**config.mk**
```make
export PLATFORM = sky130hd
export DESIGN_NAME = elgamal_block_cipher_engine_top
export DESIGN_NICKNAME = d
export VERILOG_FILES = /design/src/sv/egbce_pkg.sv /design/src/sv/elgamal_block_cipher_engine_top.sv /design/src/sv/egbce_modmul.sv /design/src/sv/egbce_modred.sv /design/src/sv/egbce_front.sv /design/src/sv/egbce_back.sv
export SDC_FILE = /design/constraint.sdc
export NUM_CORES = 2
export LEC_CHECK = 0
export BUFFER_PORTS_ARGS = -buffer_cell sky130_fd_sc_hd__buf_2
export CORE_MARGIN = 2
export CORE_UTILIZATION = 56
export DETAILED_ROUTE_END_ITERATION = 12
export MAX_ROUTING_LAYER = met4
export PLACE_DENSITY = 0.87
export RECOVER_POWER = 50
export SYNTH_ARGS = -nofsm -noshare
export SYNTH_HDL_FRONTEND = slang
export SYNTH_SLANG_ARGS = --single-unit
export TNS_END_PERCENT = 1
```
**constraint.sdc**
```tcl
create_clock -name i_clk -period 7.6 [get_ports i_clk]
set_input_delay 0 -clock i_clk [delete_from_list [all_inputs] [get_ports i_clk]]
set_output_delay 0 -clock i_clk [all_outputs]
set_load 0.1 [all_outputs]
```
**src/sv/egbce_pkg.sv**
```systemverilog
package egbce_pkg;

    localparam int unsigned WordW = 32;
    localparam int unsigned DefExpBits = 64;
    localparam int unsigned QueueDepth = 2;
    localparam logic [WordW-1:0] ResetModulus = 32'hFFFF_FFFB;
    localparam logic [WordW-1:0] ResetGenerator = 32'd2;
    localparam logic [WordW-1:0] ResetPublic = 32'd1;
    localparam logic [WordW-1:0] ResetPrivate = 32'd1;

    localparam logic [1:0] RegModulus = 2'd0;
    localparam logic [1:0] RegGenerator = 2'd1;
    localparam logic [1:0] RegPublic = 2'd2;
    localparam logic [1:0] RegPrivate = 2'd3;

    localparam logic KindEncrypt = 1'b0;
    localparam logic KindDecrypt = 1'b1;

    // One classified request as it waits in the queue.
    typedef struct packed {
        logic             kind;
        logic             trivial;
        logic [WordW-1:0] base_a;
        logic [WordW-1:0] base_b;
        logic [WordW-1:0] expo;
        logic [WordW-1:0] factor;
    } t_job;

endpackage

```
**src/sv/elgamal_block_cipher_engine_top.sv**
```systemverilog
// ElGamal block engine over a prime modulus of up to 32 bits. An encrypt
// request returns g^k mod p and e^k*m mod p; a decrypt request returns
// C1^(p-1-d)*C2 mod p and zero. Every modular product runs in one shared
// bit-serial multiplier, and each of the three operand reductions runs in
// a bit-serial reducer; a request whose modulus is below two skips the
// arithmetic and returns zeros. Requests queue in front and results wait
// in an output register, so input and output stall independently.
module elgamal_block_cipher_engine_top #(
    parameter int unsigned ExpBits = egbce_pkg::DefExpBits
) (
    input  logic          i_clk,
    input  logic          i_rst_n,
    input  logic          i_cfg_we,
    input  logic [1:0]    i_cfg_index,
    input  logic [31:0]   i_cfg_data,
    input  logic          s_axis_tvalid,
    output logic          s_axis_tready,
    input  logic [127:0]  s_axis_tdata,  // message_block, nonce, cipher_first, cipher_second
    input  logic          s_axis_tuser,  // kind
    output logic          m_axis_tvalid,
    input  logic          m_axis_tready,
    output logic [63:0]   m_axis_tdata,  // result_first, result_second
    output logic          m_axis_tuser   // result_kind
);
    logic [31:0] r_p, r_g, r_e, r_d;
    logic job_valid, job_take;
    egbce_pkg::t_job job;

    always_ff @(posedge i_clk) begin
        if (!i_rst_n) begin
            r_p <= egbce_pkg::ResetModulus;
            r_g <= egbce_pkg::ResetGenerator;
            r_e <= egbce_pkg::ResetPublic;
            r_d <= egbce_pkg::ResetPrivate;
        end else if (i_cfg_we) begin
            case (i_cfg_index)
                egbce_pkg::RegModulus: r_p <= i_cfg_data;
                egbce_pkg::RegGenerator: r_g <= i_cfg_data;
                egbce_pkg::RegPublic: r_e <= i_cfg_data;
                egbce_pkg::RegPrivate: r_d <= i_cfg_data;
                default: ;
            endcase
        end
    end

    egbce_front #(.QDepth(egbce_pkg::QueueDepth)) u_front (
        .i_clk, .i_rst_n,
        .i_valid(s_axis_tvalid), .o_ready(s_axis_tready), .i_kind(s_axis_tuser),
        .i_msg(s_axis_tdata[31:0]), .i_nonce(s_axis_tdata[63:32]),
        .i_c1(s_axis_tdata[95:64]), .i_c2(s_axis_tdata[127:96]),
        .i_p(r_p), .i_g(r_g), .i_e(r_e), .i_d(r_d),
        .o_job_valid(job_valid), .i_job_take(job_take), .o_job(job));

    egbce_back #(.ExpBits(ExpBits)) u_back (
        .i_clk, .i_rst_n,
        .i_job_valid(job_valid), .o_job_take(job_take), .i_job(job), .i_p(r_p),
        .o_valid(m_axis_tvalid), .i_ready(m_axis_tready), .o_kind(m_axis_tuser),
        .o_first(m_axis_tdata[31:0]), .o_second(m_axis_tdata[63:32]));
endmodule

```
**src/sv/egbce_modmul.sv**
```systemverilog
// Sequential modular multiplier: a*b mod n, interleaved shift-add,
// one multiplier bit per cycle.
module egbce_modmul (
    input  logic                         i_clk,
    input  logic                         i_rst_n,
    input  logic                         i_start,
    input  logic [egbce_pkg::WordW-1:0]  i_a,
    input  logic [egbce_pkg::WordW-1:0]  i_b,
    input  logic [egbce_pkg::WordW-1:0]  i_n,
    output logic                         o_done,
    output logic [egbce_pkg::WordW-1:0]  o_p
);
    localparam int unsigned W = egbce_pkg::WordW;
    localparam int unsigned CntW = $clog2(W + 1);

    logic [CntW-1:0] r_cnt, n_cnt;
    logic            r_busy, n_busy;
    logic [W-1:0]    r_acc, n_acc;
    logic [W-1:0]    r_a, n_a;
    logic [W-1:0]    r_b, n_b;
    logic [W+1:0]    s_dbl, s_add, s_t;
    logic [W-1:0]    s_amod;

    // The multiplicand must already be below n; the accumulator then stays
    // below n with one compare and subtract after doubling and after adding.
    assign s_amod = r_a;
    always_comb begin
        s_dbl = {1'b0, r_acc, 1'b0};
        if (s_dbl >= {2'b00, i_n}) s_dbl = s_dbl - {2'b00, i_n};
        s_add = s_dbl + (r_b[W-1] ? {2'b00, s_amod} : '0);
        s_t = s_add;
        if (s_t >= {2'b00, i_n}) s_t = s_t - {2'b00, i_n};
    end

    always_comb begin
        n_cnt = r_cnt;
        n_busy = r_busy;
        n_acc = r_acc;
        n_a = r_a;
        n_b = r_b;
        if (i_start) begin
            n_busy = 1'b1;
            n_cnt = CntW'(W);
            n_acc = '0;
            n_a = i_a;
            n_b = i_b;
        end else if (r_busy) begin
            n_acc = s_t[W-1:0];
            n_b = {r_b[W-2:0], 1'b0};
            n_cnt = r_cnt - 1'b1;
            if (r_cnt == CntW'(1)) n_busy = 1'b0;
        end
    end

    always_ff @(posedge i_clk) begin
        if (!i_rst_n) begin
            r_busy <= 1'b0;
            r_cnt <= '0;
        end else begin
            r_busy <= n_busy;
            r_cnt <= n_cnt;
        end
        r_acc <= n_acc;
        r_a <= n_a;
        r_b <= n_b;
    end

    assign o_done = r_busy && r_cnt == CntW'(1);
    assign o_p = s_t[W-1:0];
endmodule

```
**src/sv/egbce_modred.sv**
```systemverilog
// Sequential reduction x mod n by restoring subtraction, one bit per cycle.
module egbce_modred (
    input  logic                         i_clk,
    input  logic                         i_rst_n,
    input  logic                         i_start,
    input  logic [egbce_pkg::WordW-1:0]  i_x,
    input  logic [egbce_pkg::WordW-1:0]  i_n,
    output logic                         o_done,
    output logic [egbce_pkg::WordW-1:0]  o_r
);
    localparam int unsigned W = egbce_pkg::WordW;
    localparam int unsigned CntW = $clog2(W + 1);

    logic [CntW-1:0] r_cnt;
    logic            r_busy;
    logic [W-1:0]    r_rem, r_x;
    logic [W:0]      s_sh;
    logic [W-1:0]    s_nr;

    always_comb begin
        s_sh = {r_rem, r_x[W-1]};
        s_nr = s_sh[W-1:0];
        if (s_sh >= {1'b0, i_n}) s_nr = W'(s_sh - {1'b0, i_n});
    end

    always_ff @(posedge i_clk) begin
        if (!i_rst_n) begin
            r_busy <= 1'b0;
            r_cnt <= '0;
        end else if (i_start) begin
            r_busy <= 1'b1;
            r_cnt <= CntW'(W);
        end else if (r_busy) begin
            r_cnt <= r_cnt - 1'b1;
            if (r_cnt == CntW'(1)) r_busy <= 1'b0;
        end
        if (i_start) begin
            r_rem <= '0;
            r_x <= i_x;
        end else if (r_busy) begin
            r_rem <= s_nr;
            r_x <= {r_x[W-2:0], 1'b0};
        end
    end

    assign o_done = r_busy && r_cnt == CntW'(1);
    assign o_r = s_nr;
endmodule

```
**src/sv/egbce_front.sv**
```systemverilog
// Front end: takes requests, picks operands and exponent, queues them.
module egbce_front #(
    parameter int unsigned QDepth = egbce_pkg::QueueDepth
) (
    input  logic                         i_clk,
    input  logic                         i_rst_n,
    input  logic                         i_valid,
    output logic                         o_ready,
    input  logic                         i_kind,
    input  logic [egbce_pkg::WordW-1:0]  i_msg,
    input  logic [egbce_pkg::WordW-1:0]  i_nonce,
    input  logic [egbce_pkg::WordW-1:0]  i_c1,
    input  logic [egbce_pkg::WordW-1:0]  i_c2,
    input  logic [egbce_pkg::WordW-1:0]  i_p,
    input  logic [egbce_pkg::WordW-1:0]  i_g,
    input  logic [egbce_pkg::WordW-1:0]  i_e,
    input  logic [egbce_pkg::WordW-1:0]  i_d,
    output logic                         o_job_valid,
    input  logic                         i_job_take,
    output egbce_pkg::t_job              o_job
);
    localparam int unsigned W = egbce_pkg::WordW;
    localparam int unsigned PtrW = (QDepth > 1) ? $clog2(QDepth) : 1;
    localparam int unsigned CntW = $clog2(QDepth + 1);

    egbce_pkg::t_job r_q [QDepth];
    logic [PtrW-1:0] r_wr, r_rd;
    logic [CntW-1:0] r_cnt;
    egbce_pkg::t_job s_job;
    logic            s_push, s_pop;

    always_comb begin
        s_job.kind = i_kind;
        s_job.trivial = i_p < W'(2);
        if (i_kind == egbce_pkg::KindEncrypt) begin
            s_job.base_a = i_g;
            s_job.base_b = i_e;
            s_job.expo = i_nonce;
            s_job.factor = i_msg;
        end else begin
            s_job.base_a = i_c1;
            s_job.base_b = i_c1;
            s_job.expo = i_p - 1'b1 - i_d;
            s_job.factor = i_c2;
        end
    end

    assign o_ready = r_cnt != CntW'(QDepth);
    assign s_push = i_valid && o_ready;
    assign s_pop = i_job_take && o_job_valid;
    assign o_job_valid = r_cnt != '0;
    assign o_job = r_q[r_rd];

    always_ff @(posedge i_clk) begin
        if (!i_rst_n) begin
            r_wr <= '0;
            r_rd <= '0;
            r_cnt <= '0;
        end else begin
            if (s_push) r_wr <= (r_wr == PtrW'(QDepth - 1)) ? '0 : r_wr + 1'b1;
            if (s_pop) r_rd <= (r_rd == PtrW'(QDepth - 1)) ? '0 : r_rd + 1'b1;
            r_cnt <= r_cnt + CntW'(s_push) - CntW'(s_pop);
        end
        if (s_push) r_q[r_wr] <= s_job;
    end

    a_cnt_bound: assert property (@(posedge i_clk) disable iff (!i_rst_n)
        r_cnt <= CntW'(QDepth)) else $error("queue count overflow");
    a_full_stall: assert property (@(posedge i_clk) disable iff (!i_rst_n)
        (r_cnt == CntW'(QDepth)) |-> !o_ready) else $error("full queue ready");
    a_pop_nonempty: assert property (@(posedge i_clk) disable iff (!i_rst_n)
        s_pop |-> r_cnt != '0) else $error("pop from empty queue");
endmodule

```
**src/sv/egbce_back.sv**
```systemverilog
// Back end: runs one queued job through the reducer and the shared modular multiplier.
module egbce_back #(
    parameter int unsigned ExpBits = egbce_pkg::DefExpBits
) (
    input  logic                         i_clk,
    input  logic                         i_rst_n,
    input  logic                         i_job_valid,
    output logic                         o_job_take,
    input  egbce_pkg::t_job              i_job,
    input  logic [egbce_pkg::WordW-1:0]  i_p,
    output logic                         o_valid,
    input  logic                         i_ready,
    output logic                         o_kind,
    output logic [egbce_pkg::WordW-1:0]  o_first,
    output logic [egbce_pkg::WordW-1:0]  o_second
);
    localparam int unsigned W = egbce_pkg::WordW;
    localparam int unsigned BitW = $clog2(ExpBits);

    localparam logic [3:0] StIdle = 4'd0;
    localparam logic [3:0] StRedA = 4'd1;
    localparam logic [3:0] StRedB = 4'd2;
    localparam logic [3:0] StRedF = 4'd3;
    localparam logic [3:0] StOne = 4'd4;
    localparam logic [3:0] StSqA = 4'd5;
    localparam logic [3:0] StMulA = 4'd6;
    localparam logic [3:0] StSqB = 4'd7;
    localparam logic [3:0] StMulB = 4'd8;
    localparam logic [3:0] StFin = 4'd9;
    localparam logic [3:0] StOut = 4'd10;

    logic [3:0]      r_st;
    logic [BitW-1:0] r_bit;
    logic            r_wait;
    egbce_pkg::t_job r_job;
    logic [W-1:0]    r_a, r_b, r_f, r_acca, r_accb;
    logic [W-1:0]    r_first, r_second;
    logic            r_ovalid;
    logic            s_mstart, s_mdone, s_rstart, s_rdone, s_ebit, s_twin;
    logic [W-1:0]    s_ma, s_mb, s_mp, s_rx, s_rr;
    logic [ExpBits-1:0] s_expo;

    assign s_expo = ExpBits'(r_job.expo);
    assign s_ebit = s_expo[r_bit];
    assign s_twin = r_job.kind == egbce_pkg::KindDecrypt;

    egbce_modmul u_mul (.i_clk, .i_rst_n, .i_start(s_mstart), .i_a(s_ma),
        .i_b(s_mb), .i_n(i_p), .o_done(s_mdone), .o_p(s_mp));
    egbce_modred u_red (.i_clk, .i_rst_n, .i_start(s_rstart), .i_x(s_rx),
        .i_n(i_p), .o_done(s_rdone), .o_r(s_rr));

    always_comb begin
        s_ma = r_acca;
        s_mb = r_acca;
        case (r_st)
            StSqA: begin s_ma = r_acca; s_mb = r_acca; end
            StMulA: begin s_ma = r_a; s_mb = r_acca; end
            StSqB: begin s_ma = r_accb; s_mb = r_accb; end
            StMulB: begin s_ma = r_b; s_mb = r_accb; end
            StFin: begin s_ma = r_f; s_mb = r_accb; end
            default: ;
        endcase
        case (r_st)
            StRedA: s_rx = r_job.base_a;
            StRedB: s_rx = r_job.base_b;
            default: s_rx = r_job.factor;
        endcase
        s_mstart = !r_wait && (r_st == StSqA || r_st == StMulA || r_st == StSqB
                   || r_st == StMulB || r_st == StFin);
        s_rstart = !r_wait && (r_st == StRedA || r_st == StRedB || r_st == StRedF);
    end

    assign o_job_take = r_st == StIdle && i_job_valid;

    // Exponent bits run top down; for encrypt each bit squares both accumulators
    // and multiplies them when the bit is set, decrypt uses only the second one.
    always_ff @(posedge i_clk) begin
        if (!i_rst_n) begin
            r_st <= StIdle;
            r_wait <= 1'b0;
            r_ovalid <= 1'b0;
        end else begin
            if (r_st == StOut && (!r_ovalid || i_ready)) r_ovalid <= 1'b1;
            else if (o_valid && i_ready) r_ovalid <= 1'b0;
            if (s_mstart || s_rstart) r_wait <= 1'b1;
            case (r_st)
                StIdle: if (i_job_valid) begin
                    r_job <= i_job;
                    r_st <= i_job.trivial ? StOut : StRedA;
                    r_first <= '0;
                    r_second <= '0;
                end
                StRedA: if (s_rdone) begin r_a <= s_rr; r_wait <= 1'b0; r_st <= StRedB; end
                StRedB: if (s_rdone) begin r_b <= s_rr; r_wait <= 1'b0; r_st <= StRedF; end
                StRedF: if (s_rdone) begin r_f <= s_rr; r_wait <= 1'b0; r_st <= StOne; end
                StOne: begin
                    r_acca <= W'(1);
                    r_accb <= W'(1);
                    r_bit <= BitW'(ExpBits - 1);
                    r_st <= s_twin ? StSqB : StSqA;
                end
                StSqA: if (s_mdone) begin
                    r_acca <= s_mp; r_wait <= 1'b0;
                    r_st <= s_ebit ? StMulA : StSqB;
                end
                StMulA: if (s_mdone) begin r_acca <= s_mp; r_wait <= 1'b0; r_st <= StSqB; end
                StSqB: if (s_mdone) begin
                    r_accb <= s_mp; r_wait <= 1'b0;
                    if (s_ebit) r_st <= StMulB;
                    else if (r_bit == '0) r_st <= StFin;
                    else begin r_bit <= r_bit - 1'b1; r_st <= s_twin ? StSqB : StSqA; end
                end
                StMulB: if (s_mdone) begin
                    r_accb <= s_mp; r_wait <= 1'b0;
                    if (r_bit == '0) r_st <= StFin;
                    else begin r_bit <= r_bit - 1'b1; r_st <= s_twin ? StSqB : StSqA; end
                end
                StFin: if (s_mdone) begin
                    r_wait <= 1'b0;
                    r_st <= StOut;
                    if (s_twin) begin r_first <= s_mp; r_second <= '0; end
                    else begin r_first <= r_acca; r_second <= s_mp; end
                end
                StOut: if (!r_ovalid || i_ready) r_st <= StIdle;
                default: r_st <= StIdle;
            endcase
        end
    end

    // Output register so the back end can start the next job, unless an earlier result is still untaken.
    always_ff @(posedge i_clk) begin
        if (r_st == StOut && (!r_ovalid || i_ready)) begin
            o_kind <= r_job.kind;
            o_first <= r_first;
            o_second <= r_second;
        end
    end
    assign o_valid = r_ovalid;

    a_one_unit: assert property (@(posedge i_clk) disable iff (!i_rst_n)
        !(s_mstart && s_rstart)) else $error("both units started");
    a_take_idle: assert property (@(posedge i_clk) disable iff (!i_rst_n)
        o_job_take |=> r_st != StIdle) else $error("job taken but idle");
    a_res_lt_p: assert property (@(posedge i_clk) disable iff (!i_rst_n)
        (s_mdone && i_p > W'(1)) |-> s_mp < i_p) else $error("product not reduced");
endmodule
```
==> flow_metrics.py <==
metrics = {
    "drt": {
        "ant_nets": 0,
        "routed_wl_mm": 158,
        "drcViolationCount": 0,
        "avgRoutedWirePerCell_um": 26.1,
        "vias_per_cell": 6.39,
        "drt_iter0_drc": 5013,
        "first_pass_iters": 8,
        "num_vias": 38600,
    },
    "synth": {
        "yosys-top-cells-area": "edfxtp_1, dfxtp_1, mux2_2, ha_1, nand2_1",
        "synth.distinct_cells": 82,
        "muxShareOfSynthArea_pct": 6.83,
        "avgSynthCellArea_um2": 11.4,
        "synth_edf_count": 780,
        "synth_nets": 4524,
        "synth_top_family_by_area": "compound AO/OA/AOI/OAI gates",
        "synthAdderAreaFrac_pct": 4.56,
        "ys_seq_area_share_pct": 58.1,
        "yosysTopAreaCell": "edfxtp_1",
        "ys_async_sr_fraction_pct": 0,
        "synth_xor_area_share_pct": 2.93,
        "synth_top_area_share_pct": 49.0,
        "synth_compound_area_share_pct": 14.0,
        "synthCells": 4185,
        "synthSimpleGateAreaFrac_pct": 10.3,
        "yosys_warnings": 0,
        "synthesis.area_um2": 47800,
        "ys_seq_elements": 997,
        "synthFlopType": "edfxtp_1",
    },
    "pwr": {
        "p_leak_nw": 21.9,
        "p_per_area_nw_per_um2": 439,
        "vdd_drop_max_v": 0.000317,
    },
    "layout": {
        "seq_area_um2": 27800,
        "largest_reg_flops": 260,
        "finalNetCount": 5139,
        "multi_input_area_um2": 19300,
        "mostFrequentLayoutCells": "edfxtp_1, nand2_1, nor2_1",
        "final_layout_size_suffix_gt1_share_pct": 22.7,
        "layout_commonest_cell": "edfxtp_1",
        "fin_cells": 6045,
        "final_util_pct": 68.6,
        "area_growth_pct": 21.8,
        "fillers": 5616,
        "largest_registers": "u_front.r_q (260), u_back.r_job (128)",
        "largest-register": "u_front.r_q",
    },
    "timing": {
        "hold_violations": 0,
        "finalClockSkew_ns": 0.0528,
        "final-setup-viol-count": 38,
        "final.min_clock_period_ns": 7.66,
        "fin_ws_ns": -0.0617,
        "slew_headroom_pct": -215,
        "slew_viol_final": 132,
        "rsz0062_at_grt": "true",
        "whs_ns": 0.179,
        "fmax_mhz": 131,
        "setup_tns_ns": -1.02,
        "min_period_over_period_pct": 101,
        "worst_pin_slew_ns": 4.72,
    },
    "placed_design": {
        "hpwlAfterDp_mm": 95.1,
        "pre_cts_ws_ns": -0.223,
        "port_buffers": 234,
        "dp_cells": 5608,
        "place.gp.congestion": 1.03,
    },
    "global_route": {
        "grt_pass1_wl_mm": 231,
        "grtUsageTotal_pct": 36.5,
        "grt_start_max_net_pins": 105,
        "overflow": 0,
        "antenna_found_initial": 17,
        "grt_pass1_vias": 38300,
    },
    "setup_path": {
        "crit_type": "reg2reg",
        "path_max_fanout": 8,
        "crit_path_start_kind": "register",
        "cpPeakStageDelay_ns": 0.55,
        "cp_top_family": "simple AND/OR/NAND/NOR gates",
        "end_kind": "register",
        "critPathMostFrequentCell": "buf_4",
        "critPathLaunch": "r_p[1]$_SDFFE_PN1P_",
        "r2r-start": "r_p[1]$_SDFFE_PN1P_",
        "path_buf_inv": 6,
        "critPathRequiredTime_ns": 8.01,
        "crit_slowest_cell": "o41a_4",
        "cp.arrival_ns": 8.07,
    },
    "min_path": {
        "min-delay-start": "s_axis_tdata[112]",
        "worst_hold_path_type": "in2reg",
    },
    "cts": {
        "cts_max_level": 3,
        "clock-sinks": 997,
        "clock-root-buffer": "clkbuf_16",
        "clockBufferDepth": 3,
        "cts_tree": "yes",
        "worstSkewPairLatency_ns": 0.72,
        "clk_pin_slew_worst_paths_ns": 0.07,
        "numCtsBuffers": 98,
    },
    "floorplan": {
        "initial_core_util_pct": 56.3,
        "die_w_um": 296,
        "core_area_um2": 84900,
        "die_y_um": 296,
        "io_pins": 235,
        "dieArea_um2": 87700,
        "num_rows": 107,
    },
    "outcome": {
        "violations": "capacitance limit, slew limit, setup timing",
        "status": "complete, but fails checks",
    },
    "job": {
        "maxCapViolCount": 2,
    },
}
[worst paths after layout]
kind	slack, ns	endpoint	cells past startpoint
worst max-delay path	-0.06	u_back.r_first[31]$_SDFFCE_PN0P_	33
worst min-delay path	0.18	u_front.r_q[1][16]$_DFFE_PP_	3
worst max register to register	-0.06	u_back.r_first[31]$_SDFFCE_PN0P_	33
worst min register to register	0.41	u_back.o_first[14]$_DFFE_PP_	0
[cell type report]
| type | instances | area share (%) |
|---|---|---|
| Inverter | 193 | 1.24 |
| Timing Repair Buffer | 719 | 9.27 |
| Antenna cell | 15 | 0.0645 |
| Multi-Input combinational cell | 2791 | 33.1 |
| Sequential cell | 997 | 47.7 |
| Clock inverter | 49 | 1.33 |
| Tap cell | 1144 | 2.46 |
| Clock buffer | 137 | 4.76 |
[worst min-delay path, delay by kind of cell]
kind / cells / cell delay [ns]
buffers and inverters: 2 / 0.64
muxes: 1 / 0.13
[cell usage after synthesis (36+ instances only)]
cell type	instances
a31oi_1	86
ha_1	166
a21boi_0	105
nand2b_1	38
o211ai_1	47
edfxtp_1	780
clkbuf_1	181
nand3_1	50
nor2_1	323
inv_1	191
nand2_1	538
o21ai_0	274
and2_1	46
xor2_1	53
dfxtp_1	217
a21oi_1	261
a22oi_1	36
xnor2_1	107
a21o_1	74
mux2_2	207
[kinds of logic (layout without fill, tap and decap cells)]
group           count (synthesis)  in the layout
fa+ha+maj                     171            171
flops                         997            997
simple gates                 1141           1142
mux                           260            260
xor+xnor                      160            160
compound gates               1058           1058
buf+inv                       398           1098
other cells                     0             15
[power breakdown]
group	leakage, nW	switching [mW]	internal, mW
Clock	1.72	2.25	3.12
Combinational	11.2	7.27	4.98
Sequential	8.99	0.635	7.30
[layer usage]
| metal | GRT usage (%) | share of wire, % | up-vias |
|---|---|---|---|
| met4 | 24.6 | 8.2 | 0 |
| met5 | - | 0 | - |
| li1 | - | - | 16500 |
| met2 | 57.6 | 47 | 2978 |
| met1 | 41.4 | 34 | 18300 |
| met3 | 8.42 | 11 | 839 |
[metrics by stage]
| stage | power [mW] | instance area [um^2] |
|---|---|---|
| CTS | 24.4 | 57400 |
| global placement | 18.3 | 51700 |
| floorplan | 14.9 | 47800 |
| global route | 26.5 | 58200 |
| finish | 25.6 | 58200 |
| detailed placement | 18.6 | 51700 |
[repair_timing]
action                                  in CTS  in global routing
resized for setup                           24                133
endpoints found under the setup margin     145                160
endpoints found under the hold margin      389                  0
setup buffers                               45                 19
cloned                                       2                  2
pin swaps                                   18                 60
hold buffers                               171                  0
(Power assumes the default switching activity.)
